--- config.mk ---
export PLATFORM = sky130hd
export DESIGN_NAME = dls_ctrl
export DESIGN_NICKNAME = d
export VERILOG_FILES = /design/src/rtl/dag_list_scheduler_core_macros.svh /design/src/rtl/dls_pkg.sv /design/src/rtl/dls_ctrl.sv
export SDC_FILE = /design/constraint.sdc
export NUM_CORES = 1
export LEC_CHECK = 0
export BUFFER_PORTS_ARGS = -buffer_cell sky130_fd_sc_hd__buf_2
export CAP_MARGIN = 20
export CORE_AREA = 8 8 45 47
export CTS_BUF_LIST = sky130_fd_sc_hd__clkbuf_8
export CTS_CLUSTER_DIAMETER = 60
export DETAILED_ROUTE_END_ITERATION = 12
export DIE_AREA = 0 0 53 55
export GPL_ROUTABILITY_DRIVEN = 0
export PLACE_DENSITY = 0.58
export SYNTH_ARGS = -nofsm -noshare
export SYNTH_HDL_FRONTEND = slang
export SYNTH_SLANG_ARGS = --single-unit
export TNS_END_PERCENT = 50
--- constraint.sdc ---
create_clock -name clk -period 2.2 [get_ports clk]
set_input_delay 0.55 -clock clk [delete_from_list [all_inputs] [get_ports clk]]
set_output_delay 0.55 -clock clk [all_outputs]
set_load 0.005 [all_outputs]
--- src/rtl/dag_list_scheduler_core_macros.svh ---
// Assertion macros for the list scheduler core.
`ifndef DAG_LIST_SCHEDULER_CORE_MACROS_SVH
`define DAG_LIST_SCHEDULER_CORE_MACROS_SVH
`define DLS_ASSERT_IMPL(label, clk, rst, a, b) \
  label: assert property (@(posedge clk) disable iff (rst) (a) |-> (b)) \
    else $error("assertion failed");
`define DLS_ASSERT_NEXT(label, clk, rst, a, b) \
  label: assert property (@(posedge clk) disable iff (rst) (a) |=> (b)) \
    else $error("assertion failed");
`endif

--- src/rtl/dls_pkg.sv ---
// Shared types and constants of the list scheduler core.
`default_nettype none
package dls_pkg;
  localparam logic [1:0] KIND_NODE = 2'd0;
  localparam logic [1:0] KIND_DEV = 2'd1;
  localparam logic [1:0] KIND_SUM = 2'd2;
  localparam logic [2:0] ERR_NONE = 3'd0;
  localparam logic [2:0] ERR_LEN = 3'd1;
  localparam logic [2:0] ERR_DUR = 3'd2;
  localparam logic [2:0] ERR_DEV = 3'd3;
  localparam logic [2:0] ERR_DEP = 3'd4;
  localparam logic [2:0] ERR_RUN = 3'd5;

  typedef struct packed {
    logic load;
    logic clear;
    logic val_step;
    logic val_start;
    logic tick_step;
    logic out_start;
    logic out_step;
  } cmd_t;

  typedef struct packed {
    logic last_load;
    logic val_done;
    logic [2:0] val_err;
    logic len_err;
    logic run_done;
    logic out_last;
    logic out_valid;
  } status_t;
endpackage
`default_nettype wire

--- src/rtl/dls_ctrl.sv ---
// Controller: load, validate, run, emit and clear phases.
`default_nettype none
module dls_ctrl (
  input  wire               clk,
  input  wire               rst,
  input  wire               in_valid,
  output logic              in_stall,
  input  wire dls_pkg::status_t status,
  output dls_pkg::cmd_t     cmd
);
  import dls_pkg::*;
  typedef enum logic [4:0] {
    S_LOAD = 5'b00001, S_VAL = 5'b00010, S_RUN = 5'b00100,
    S_EMIT = 5'b01000, S_DONE = 5'b10000
  } state_t;
  state_t state, state_next;

  always_comb begin
    cmd = '0;
    state_next = state;
    in_stall = (state != S_LOAD);
    case (state)
      S_LOAD: begin
        cmd.load = in_valid;
        cmd.val_start = 1'b1;
        if (in_valid && status.last_load) state_next = S_VAL;
      end
      S_VAL: begin
        cmd.val_step = 1'b1;
        if (status.len_err) begin
          cmd.out_start = 1'b1; state_next = S_EMIT;
        end else if (status.val_done) begin
          if (status.val_err != ERR_NONE) begin
            cmd.out_start = 1'b1; state_next = S_EMIT;
          end else state_next = S_RUN;
        end
      end
      S_RUN: begin
        cmd.tick_step = 1'b1;
        if (status.run_done) begin
          cmd.out_start = 1'b1; state_next = S_EMIT;
        end
      end
      S_EMIT: begin
        cmd.out_step = 1'b1;
        if (status.out_last) state_next = S_DONE;
      end
      S_DONE: begin
        cmd.clear = 1'b1; state_next = S_LOAD;
      end
      default: state_next = S_LOAD;
    endcase
  end

  always_ff @(posedge clk) begin
    if (rst) state <= S_LOAD;
    else state <= state_next;
  end
endmodule
`default_nettype wire
==> summary.md, run 1 <==
| Metric | Value |
|---|---|
| Result of the run | finished, final reports clean |
| Worst EP arrival | between 1.5 and 2 ns |
| X dimension of the die | 53 µm |
| Start point of the worst min-delay path | rst |
| Max_cap viols | 0 |
| First-pass GRT wire length | 1.52 mm |
| Clock root buffer | sky130_fd_sc_hd__clkbuf_8 |
| R2R depth | 3 |
| Number of remaining DRC errors | 0 |
| Clock sink total | 5 |
| Cell area after placement | between 400 and 500 µm² |
| Distinct cell type count of the synthesized netlist | 22 |
| Number of buffers on the longest clock path | 2 |
| Pin count of the biggest net entering global routing | 9 |
| RSZ-0062 raised after global routing | yes |
| Count of inserted antenna diode cells | 0 |
| Nets | 80 |
| Nature of the critical path startpoint | register |
| Setup Skew | about 0.00035 ns |
| Top-area cell type share of the netlist area | around 31% |
| Starting density of the core | between 20% and 30% |
| Initial DRC count | 5 |
| Synth top cells by count | 5 x sky130_fd_sc_hd__dfxtp_1, 5 x sky130_fd_sc_hd__nor2_1, 4 x sky130_fd_sc_hd__nor3_1 |
| Slowest cell on the critical path | sky130_fd_sc_hd__or4_4 |
| Flops & latches, synth | 5 |
| Worst-skew pair later-pin latency | approximately 0.22 ns |
| Number of non-filler instances in the completed layout | 83 |
| Number of max-slew violations in the final report | 0 |
| FF+latch area | roughly 100 µm² |
| Final-report hold violation count | 0 |
| Level count of the clock H-tree | 1 |
| Average instance area after synthesis | ~7.4 µm² |
| CTS tree | yes |
| Path type of the worst setup path | register to primary output |
| Number of buffers inserted by hold repair at cts | 0 |
| Slew of the pin with the lowest slew margin | between 0.4 and 0.5 ns |
| Number of port buffers | 18 |
| Post-synthesis instance total | 44 |
| Sequential share of the synthesized area | a little under a third |
| Number of cells in the design after placement | 79 |
| Hold Path Class | primary input to register |
| Power density normalized to cell area | roughly 600 nW/µm² |
| Final worst path period need | approximately 2.2 ns |
| Final antenna-violating net count | 0 |
| Ratio of cells with drive above 1 in the final layout | 40.3% |
| Post-Syn Area | ~320 µm² |
| Core occupancy in the finished layout | 36.1% |
| Final design area excluding fillers | 499 µm² |
| Worst Hold End | state[3]$_SDFFE_PP0P_ |
| FF-to-FF setup slack | approximately 0.78 ns |
| Number of buffers created by CTS | 3 |
| Worst-path fanout max | 2 |
| Largest registers | state: 5 flops |
| Top-level I/O count | 20 |
| Most area-hungry cell type in the Yosys netlist | sky130_fd_sc_hd__dfxtp_1 |
| Number of flip-flops in the largest register | 5 |
| Antenna violations before repair | 0 |
| FMAX | 463 MHz |
| Most used flip-flop cell after synthesis | sky130_fd_sc_hd__dfxtp_1 |
| Global-route usage over all layers | approximately 7% |
| Hpwl dp | a little under 800 µm |
| Number of rows in the core area | 14 |
| Overflow left after global routing | 0 |
| Post-synthesis to final-layout area growth | 54.1% |
| Total area of multi-input combinational cells | between 200 and 250 µm² |
| Largest stage delay on the critical path | approximately 0.53 ns |
| Synth async-reset ratio | 0% |
| Ratio of final minimum period to clock period | 98.1% |
| Leakage Power | about 0.24 nW |
| Number of setup violations in the final report | 0 |
| Area of the core | ~1400 µm² |
| Top register by number of flip-flops | state |
| Critical register-to-register path startpoint | state[4]$_SDFFE_PP0P_ |
| Worst EP required | 1.65 ns |
| Worst IR drop on VDD | ~0.00028 V |
| Post-Synthesis Net Count | 56 |
| Floorplan die area | 2920 µm² |
| Number of cells on the worst hold path | 2 |
| Total via count after detailed routing | about 400 |
| First-pass iteration count of the detailed router | 4 |
| Per-cell via count in the routed design | around 4.8 |
| Number of global-route vias before repair | 400 |
| Reg clk slew, reported paths | ~0.030 ns |
| Endpoint class of the critical path | primary output |
| Average wire per standard cell | 11.4 µm |
| Detailed Route WL | 949 µm |
| Critical path, cell by cell | or3_4 > or4_4 > nand2_2 > buf_2 |
| Warning count from the yosys run | 0 |
| Filler Cell Count | approximately 160 |
| Capturing point of the worst reg2reg path | state[3]$_SDFFE_PP0P_ |
| Worst slew margin | a little under three quarters |
| Ranking of synthesized cells by area | sky130_fd_sc_hd__dfxtp_1 31%, sky130_fd_sc_hd__nor3_1 6.2%, sky130_fd_sc_hd__and2_1 5.8%, sky130_fd_sc_hd__nor2_1 5.8%, sky130_fd_sc_hd__or3_1 5.8% |
| Number of synthesized flops with an enable pin | 0 |
| Height of the chip | about 55 µm |
-- cell families after synthesis --
kind of cell	after synthesis	synth area share (%)
simple gates	30	52.1
compound gates	6	12.4
buf+inv	3	4.63
flops	5	30.9
-- worst max-delay path, delay by kind of cell (launching register included) --
kind,cells,cell delay (ns)
buffers and inverters,1,0.11
flip-flops,1,0.31
AND/OR/NAND/NOR,3,0.98
-- layout by cell type, fill, tap and decap left out --
cell,n
sky130_fd_sc_hd__buf_2,18
sky130_fd_sc_hd__nor2_1,5
sky130_fd_sc_hd__nor3_1,4
sky130_fd_sc_hd__dfxtp_1,4
sky130_fd_sc_hd__and2_1,3
sky130_fd_sc_hd__inv_1,3
sky130_fd_sc_hd__nand3_1,3
sky130_fd_sc_hd__clkbuf_8,3
sky130_fd_sc_hd__nand2b_1,2
sky130_fd_sc_hd__or3_1,2
sky130_fd_sc_hd__nor2b_1,2
sky130_fd_sc_hd__a21oi_1,2
sky130_fd_sc_hd__buf_4,2
sky130_fd_sc_hd__or3_4,1
sky130_fd_sc_hd__nor4_1,1
sky130_fd_sc_hd__or4_4,1
sky130_fd_sc_hd__nand2_2,1
sky130_fd_sc_hd__nand2_1,1
sky130_fd_sc_hd__nor4b_1,1
sky130_fd_sc_hd__nand4b_1,1
sky130_fd_sc_hd__nand3b_1,1
sky130_fd_sc_hd__nand4_1,1
sky130_fd_sc_hd__o21ai_0,1
sky130_fd_sc_hd__o311a_1,1
sky130_fd_sc_hd__o221ai_1,1
sky130_fd_sc_hd__a31oi_1,1
sky130_fd_sc_hd__dfxtp_2,1
-- metal layers --
layer,part of all wire [%],GRT usage [%]
met5,0,0
met4,0.84,5.17
met3,10,2.94
met2,50,12.1
met1,39,6.82
-- worst max-delay path by stage --
stage	from	endpoint	slack [ns]	cells after the start
after floorplan	state[0]$_SDFFE_PP1P_	cmd[1]	0.34	3
after global placement	state[3]$_SDFFE_PP0P_	cmd[1]	0.18	4
after detailed placement	state[3]$_SDFFE_PP0P_	cmd[1]	0.19	4
after CTS	state[4]$_SDFFE_PP0P_	cmd[1]	0.009	4
after global routing	state[4]$_SDFFE_PP0P_	cmd[1]	-0.008	4
final	state[4]$_SDFFE_PP0P_	cmd[1]	0.04	4
-- per-stage QoR --
step | setup WS (ns) | hold WS, ns | setup TNS (ns) | total power, mW
2_1_floorplan | 0.340 | 0.494 | 0 | 0.123
3_3_place_gp | 0.177 | 0.580 | 0 | 0.148
3_5_place_dp | 0.187 | 0.578 | 0 | 0.148
4_1_cts | 0.00894 | 0.564 | 0 | 0.313
5_1_grt | -0.00797 | 0.583 | -0.00797 | 0.334
6_report | 0.0412 | 0.565 | 0 | 0.309
-- final cells by class --
cell class / instances / share of cell area, %
clock inverters: 1 / 0.752
multi-input cells: 36 / 44.1
inverters: 2 / 1.50
well taps: 16 / 4.01
clock buffers: 3 / 8.27
flip-flops and latches: 5 / 20.3
repair buffers: 20 / 21.1
-- report_power, final --
group | total [mW] | switching, mW | internal [mW]
Sequential | 0.0973 | 0.00297 | 0.0943
Clock | 0.160 | 0.0411 | 0.119
Combinational | 0.0509 | 0.0232 | 0.0277
Total | 0.309 | 0.0673 | 0.241
-- timing repair --
item,4_1_cts,5_1_grt
endpoints found under the hold margin,0,0
pin swaps,1,1
resized for setup,1,3
endpoints found under the setup margin,1,1
buffers inserted,0,0
(Power assumes the default switching activity.)
==> inputs of run 2 (changes only) <==
- PLACE_DENSITY: 0.58 -> 0.59
==> summary.md, run 2 (synthesized netlist as in run 1, its figures left out) <==
| Metric | Value |
|---|---|
| Filler Cell Count | about 160 |
| Ratio of cells with drive above 1 in the final layout | roughly two fifths |
| Worst IR drop on VDD | between 0.0002 and 0.0003 V |
| X dimension of the die | ~53 µm |
| Top register by number of flip-flops | state |
| Number of buffers inserted by hold repair at cts | 0 |
| Starting density of the core | between 20% and 30% |
| Nature of the critical path startpoint | register |
| Number of remaining DRC errors | 0 |
| Path type of the worst setup path | register to primary output |
| Hold Path Class | primary input to register |
| Worst-path fanout max | 2 |
| Number of buffers on the longest clock path | 2 |
| Number of global-route vias before repair | 365 |
| Clock sink total | 5 |
| Initial DRC count | 3 |
| Reg clk slew, reported paths | 0.03 ns |
| CTS tree | yes |
| Total area of multi-input combinational cells | between 200 and 250 µm² |
| Number of buffers created by CTS | 3 |
| Nets | 80 |
| Count of inserted antenna diode cells | 0 |
| Setup Fix Bufs, Post-CTS | 0 |
| Number of max-slew violations in the final report | 0 |
| Setup ws final | 0.0426 ns |
| Setup Skew | roughly 0.00054 ns |
| Power density normalized to cell area | between 600 and 700 nW/µm² |
| Per-cell via count in the routed design | 4.66 |
| Floorplan die area | between 2000 and 3000 µm² |
| Number of rows in the core area | 14 |
| Level count of the clock H-tree | 1 |
| Core occupancy in the finished layout | ~36% |
| Most used cells in the layout excluding fill and tap cells | 18 x sky130_fd_sc_hd__buf_2, 5 x sky130_fd_sc_hd__nor2_1, 4 x sky130_fd_sc_hd__nor3_1, 4 x sky130_fd_sc_hd__dfxtp_1 |
| Worst slew margin | roughly two thirds |
| Largest registers | state: 5 flops |
| Worst EP required | 1.65 ns |
| Overflow left after global routing | 0 |
| Ratio of final minimum period to clock period | ~100% |
| Slew of the pin with the lowest slew margin | approximately 0.47 ns |
| RSZ-0062 raised after global routing | yes |
| Height of the chip | 55 µm |
| Global-route usage over all layers | under 10% |
| Final-report hold violation count | 0 |
| Final worst path period need | between 2 and 2.5 ns |
| Number of flip-flops in the largest register | 5 |
| Average wire per standard cell | 11.0 µm |
| Pin count of the biggest net entering global routing | 9 |
| Area of the core | roughly 1400 µm² |
| First-pass iteration count of the detailed router | 3 |
| Number of port buffers | 18 |
| Post-synthesis to final-layout area growth | 54.1% |
| Max_cap viols | 0 |
| Clock root buffer | sky130_fd_sc_hd__clkbuf_8 |
| Worst EP arrival | 1.61 ns |
| Final sum of negative setup slack | 0 ns |
| R2R depth | 3 |
| Leakage Power | 0.235 nW |
| Antenna violations before repair | 0 |
| Worst-skew pair later-pin latency | 0.22 ns |
| First-pass GRT wire length | between 1 and 1.5 mm |
| Final antenna-violating net count | 0 |
| Number of cells on the worst hold path | 2 |
| Most common cell after layout, fill and taps aside | sky130_fd_sc_hd__buf_2 |
| Top-level I/O count | 20 |
| Total via count after detailed routing | just under 400 |
| Hpwl dp | between 700 and 800 µm |
| Endpoint class of the critical path | primary output |
| Number of setup violations in the final report | 0 |
| Pre-CTS setup slack | 0.195 ns |
| FF+latch area | 101 µm² |
| Detailed Route WL | approximately 910 µm |
| Result of the run | finished, final reports clean |
| FMAX | around 460 MHz |
-- run 2: cell counts in the layout (fill, tap and decap cells not counted) --
No cell type changed its count.
-- run 2: per-layer routing --
metal	GRT usage [%]	wire length (µm)
met4	5.17	6
met1	7.45	379
met3	2.67	69
met5	0	0
met2	10.5	455
-- run 2: stage by stage --
step                power (mW)  hold slack (ns)  cell area (µm²)  instances
detailed placement       0.148            0.569              442         79
finish                   0.309            0.564              499         83
global placement         0.147            0.577              442         79
floorplan                0.123            0.494              324         44
CTS                      0.313            0.560              490         83
global route             0.332            0.558              499         83
-- run 2: where the power goes --
part,switching (mW),internal (mW)
Combinational,0.0233,0.0277
Sequential,0.00288,0.0943
Clock,0.0415,0.119
-- run 2: final cells by class --
type | count | share of cell area, %
multi-input combinational | 36 | 44.1
timing repair buffer | 20 | 21.1
sequential | 5 | 20.3
clock buffer | 3 | 8.27
tap | 16 | 4.01
inverter | 2 | 1.50
clock inverter | 1 | 0.752
-- run 2: path summary, 6_finish.rpt --
| path | startpoint | endpoint | slack [ns] |
|---|---|---|---|
| setup / recovery | state[4]$_SDFFE_PP0P_ | cmd[1] | 0.04 |
| hold / removal | rst | state[3]$_SDFFE_PP0P_ | 0.56 |
| setup reg to reg | state[4]$_SDFFE_PP0P_ | state[3]$_SDFFE_PP0P_ | 0.78 |
| hold reg to reg | state[4]$_SDFFE_PP0P_ | state[0]$_SDFFE_PP1P_ | 0.57 |
-- run 2: what timing repair did --
item	in CTS	in global routing
setup endpoints to repair	1	1
pin swaps	1	1
resized for setup	1	3
-- run 2: worst max-delay path: stages (launching register included) --
cell and delay (ns):
sky130_fd_sc_hd__dfxtp_2 0.31, sky130_fd_sc_hd__or3_4 0.38, sky130_fd_sc_hd__or4_4 0.53, sky130_fd_sc_hd__nand2_2 0.06, sky130_fd_sc_hd__buf_2 0.11
==> inputs of run 3 (changes only) <==
- GPL_TIMING_DRIVEN: default -> 0
==> summary.md, run 3 (synthesized netlist as in run 1, its figures left out) <==
| Metric | Value |
|---|---|
| Slew of the pin with the lowest slew margin | 0.426 ns |
| Clock root buffer | sky130_fd_sc_hd__clkbuf_8 |
| Largest stage delay on the critical path | roughly 0.54 ns |
| Number of max-slew violations in the final report | 0 |
| Critical path, cell by cell | or3_4 > or4_4 > nand2_2 > buf_2 |
| Starting density of the core | 23.4% |
| Worst slew margin | a little under three quarters |
| Path type of the worst setup path | register to primary output |
| Average wire per standard cell | about 11 µm |
| Final worst path period need | around 2.2 ns |
| Per-cell via count in the routed design | roughly 4.7 |
| Detailed Route WL | 903 µm |
| Final-report hold violation count | 0 |
| Most used cells in the layout excluding fill and tap cells | 18 x sky130_fd_sc_hd__buf_2, 5 x sky130_fd_sc_hd__nor2_1, 4 x sky130_fd_sc_hd__nor3_1 |
| Hold Path Class | primary input to register |
| Number of global-route vias before repair | 389 |
| Filler Cell Count | roughly 160 |
| Power density normalized to cell area | between 600 and 700 nW/µm² |
| Overflow left after global routing | 0 |
| Post-synthesis to final-layout area growth | 55.2% |
| Number of setup violations in the final report | 0 |
| Initial DRC count | 6 |
| Worst IR drop on VDD | about 0.00026 V |
| Pint | 242 µW |
| Part of the total power dissipated in the clock network | around half |
| Global-route usage over all layers | under 10% |
| Switching share of power | ~22% |
| Final antenna-violating net count | 0 |
| Count of inserted antenna diode cells | 0 |
| Worst-skew pair later-pin latency | ~0.22 ns |
| Area of the core | about 1400 µm² |
| Top register by number of flip-flops | state |
| Floorplan die area | around 2900 µm² |
| Nature of the critical path startpoint | register |
| Hpwl dp | between 700 and 800 µm |
| Most common cell after layout, fill and taps aside | sky130_fd_sc_hd__buf_2 |
| Largest registers | state: 5 flops |
| Max_cap viols | 0 |
| Worst EP required | ~1.7 ns |
| Routing usage on met2 | a little under an eighth |
| Endpoint class of the critical path | primary output |
| Busiest layer in global routing | met2 |
| Met1 track demand over resource in global routing | 6.54% |
| FF+latch area | 105 µm² |
| Number of cells in the design after placement | just under 80 |
| Total via count after detailed routing | 386 |
| Number of non-filler instances in the completed layout | 83 |
| Nets | 80 |
| Setup Skew | between 0.003 and 0.004 ns |
| Number of port buffers | 18 |
| Switching power of the nets | 66.9 µW |
| Number of rows in the core area | 14 |
| Total area of multi-input combinational cells | 220 µm² |
| Level count of the clock H-tree | 1 |
| FMAX | ~460 MHz |
| First-pass GRT wire length | 1.46 mm |
| RSZ-0062 raised after global routing | yes |
| Result of the run | finished, final reports clean |
| Antenna violations before repair | 0 |
| Ratio of cells with drive above 1 in the final layout | 41.8% |
| GR Util met3 | roughly 2.7% |
| Worst EP arrival | about 1.6 ns |
| Worst-path fanout max | 2 |
| Reg clk slew, reported paths | roughly 0.040 ns |
| Pin count of the biggest net entering global routing | 9 |
| First-pass iteration count of the detailed router | 4 |
| Ratio of final minimum period to clock period | 99.2% |
| Sequential power share | 31.6% |
| Number of remaining DRC errors | 0 |
| Height of the chip | 55 µm |
| Slowest cell on the critical path | sky130_fd_sc_hd__or4_4 |
| Number of buffers created by CTS | 3 |
| Top-level I/O count | 20 |
| X dimension of the die | around 53 µm |
| Part of the power in combinational logic | between 10% and 20% |
| Leakage Power | approximately 0.24 nW |
| Number of flip-flops in the largest register | 5 |
| Number of buffers on the longest clock path | 2 |
| Total power after layout | 309 µW |
| Clock sink total | 5 |
| CTS tree | yes |
| Final hold slack | 0.552 ns |
[run 3: cell counts in the layout (fill, tap and decap cells not counted)]
Identical to the previous run, type by type.
[run 3: stage by stage]
step           cell area, µm²  setup TNS (ns)  utilization (%)  setup WS, ns
2_1_floorplan             324               0                -         0.340
3_3_place_gp              434               0             31.4         0.164
3_5_place_dp              434               0             31.4         0.170
4_1_cts                   499               0             36.1        0.0157
5_1_grt                   503         -0.0380             36.3       -0.0380
6_report                  503               0             36.3        0.0174
[run 3: worst paths after layout]
check | startpoint | endpoint | slack (ns) | depth (start not counted)
hold reg to reg | state[4]$_SDFFE_PP0P_ | state[0]$_SDFFE_PP1P_ | 0.58 | 2
setup / recovery | state[0]$_SDFFE_PP1P_ | cmd[1] | 0.02 | 4
setup reg to reg | state[0]$_SDFFE_PP1P_ | state[3]$_SDFFE_PP0P_ | 0.74 | 3
hold / removal | rst | state[3]$_SDFFE_PP0P_ | 0.55 | 2
[run 3: what timing repair did]
action / 4_1_cts / 5_1_grt
hold buffers: 0 / 0
gates resized for setup: 4 / 2
endpoints found under the setup margin: 1 / 1
buffers inserted: 1 / 0
pin swaps: 2 / 0
gates cloned: 0 / 0
endpoints found under the hold margin: 0 / 0
[run 3: power by group through the flow]
stage | registers (mW) | clock network [mW] | logic, mW
floorplan | 0.0996 | 0 | 0.0236
global placement | 0.101 | 0 | 0.0435
detailed placement | 0.101 | 0 | 0.0445
CTS | 0.0977 | 0.162 | 0.0520
global route | 0.0980 | 0.176 | 0.0583
finish | 0.0976 | 0.160 | 0.0511
[run 3: layout make-up]
cell class	count	share of cell area, %
Inverter	2	1.49
Timing Repair Buffer	19	19.4
Sequential cell	5	20.9
Buffer	1	1.49
Clock inverter	1	0.746
Tap cell	16	3.98
Clock buffer	3	8.21
Multi-Input combinational cell	36	43.8
[run 3: per-layer routing]
layer	routed length, µm	vias up	part of all wire (%)
met3	64	2	7.1
met2	445	8	49
met5	0	-	0
li1	-	207	-
met4	6	0	0.66
met1	386	169	43
[run 3: critical path, delay by kind of cell, from the launching register on]
| kind | cells | cell delay (ns) |
|---|---|---|
| buffers and inverters | 1 | 0.11 |
| DFF | 1 | 0.33 |
| and+or+nand+nor | 3 | 0.99 |
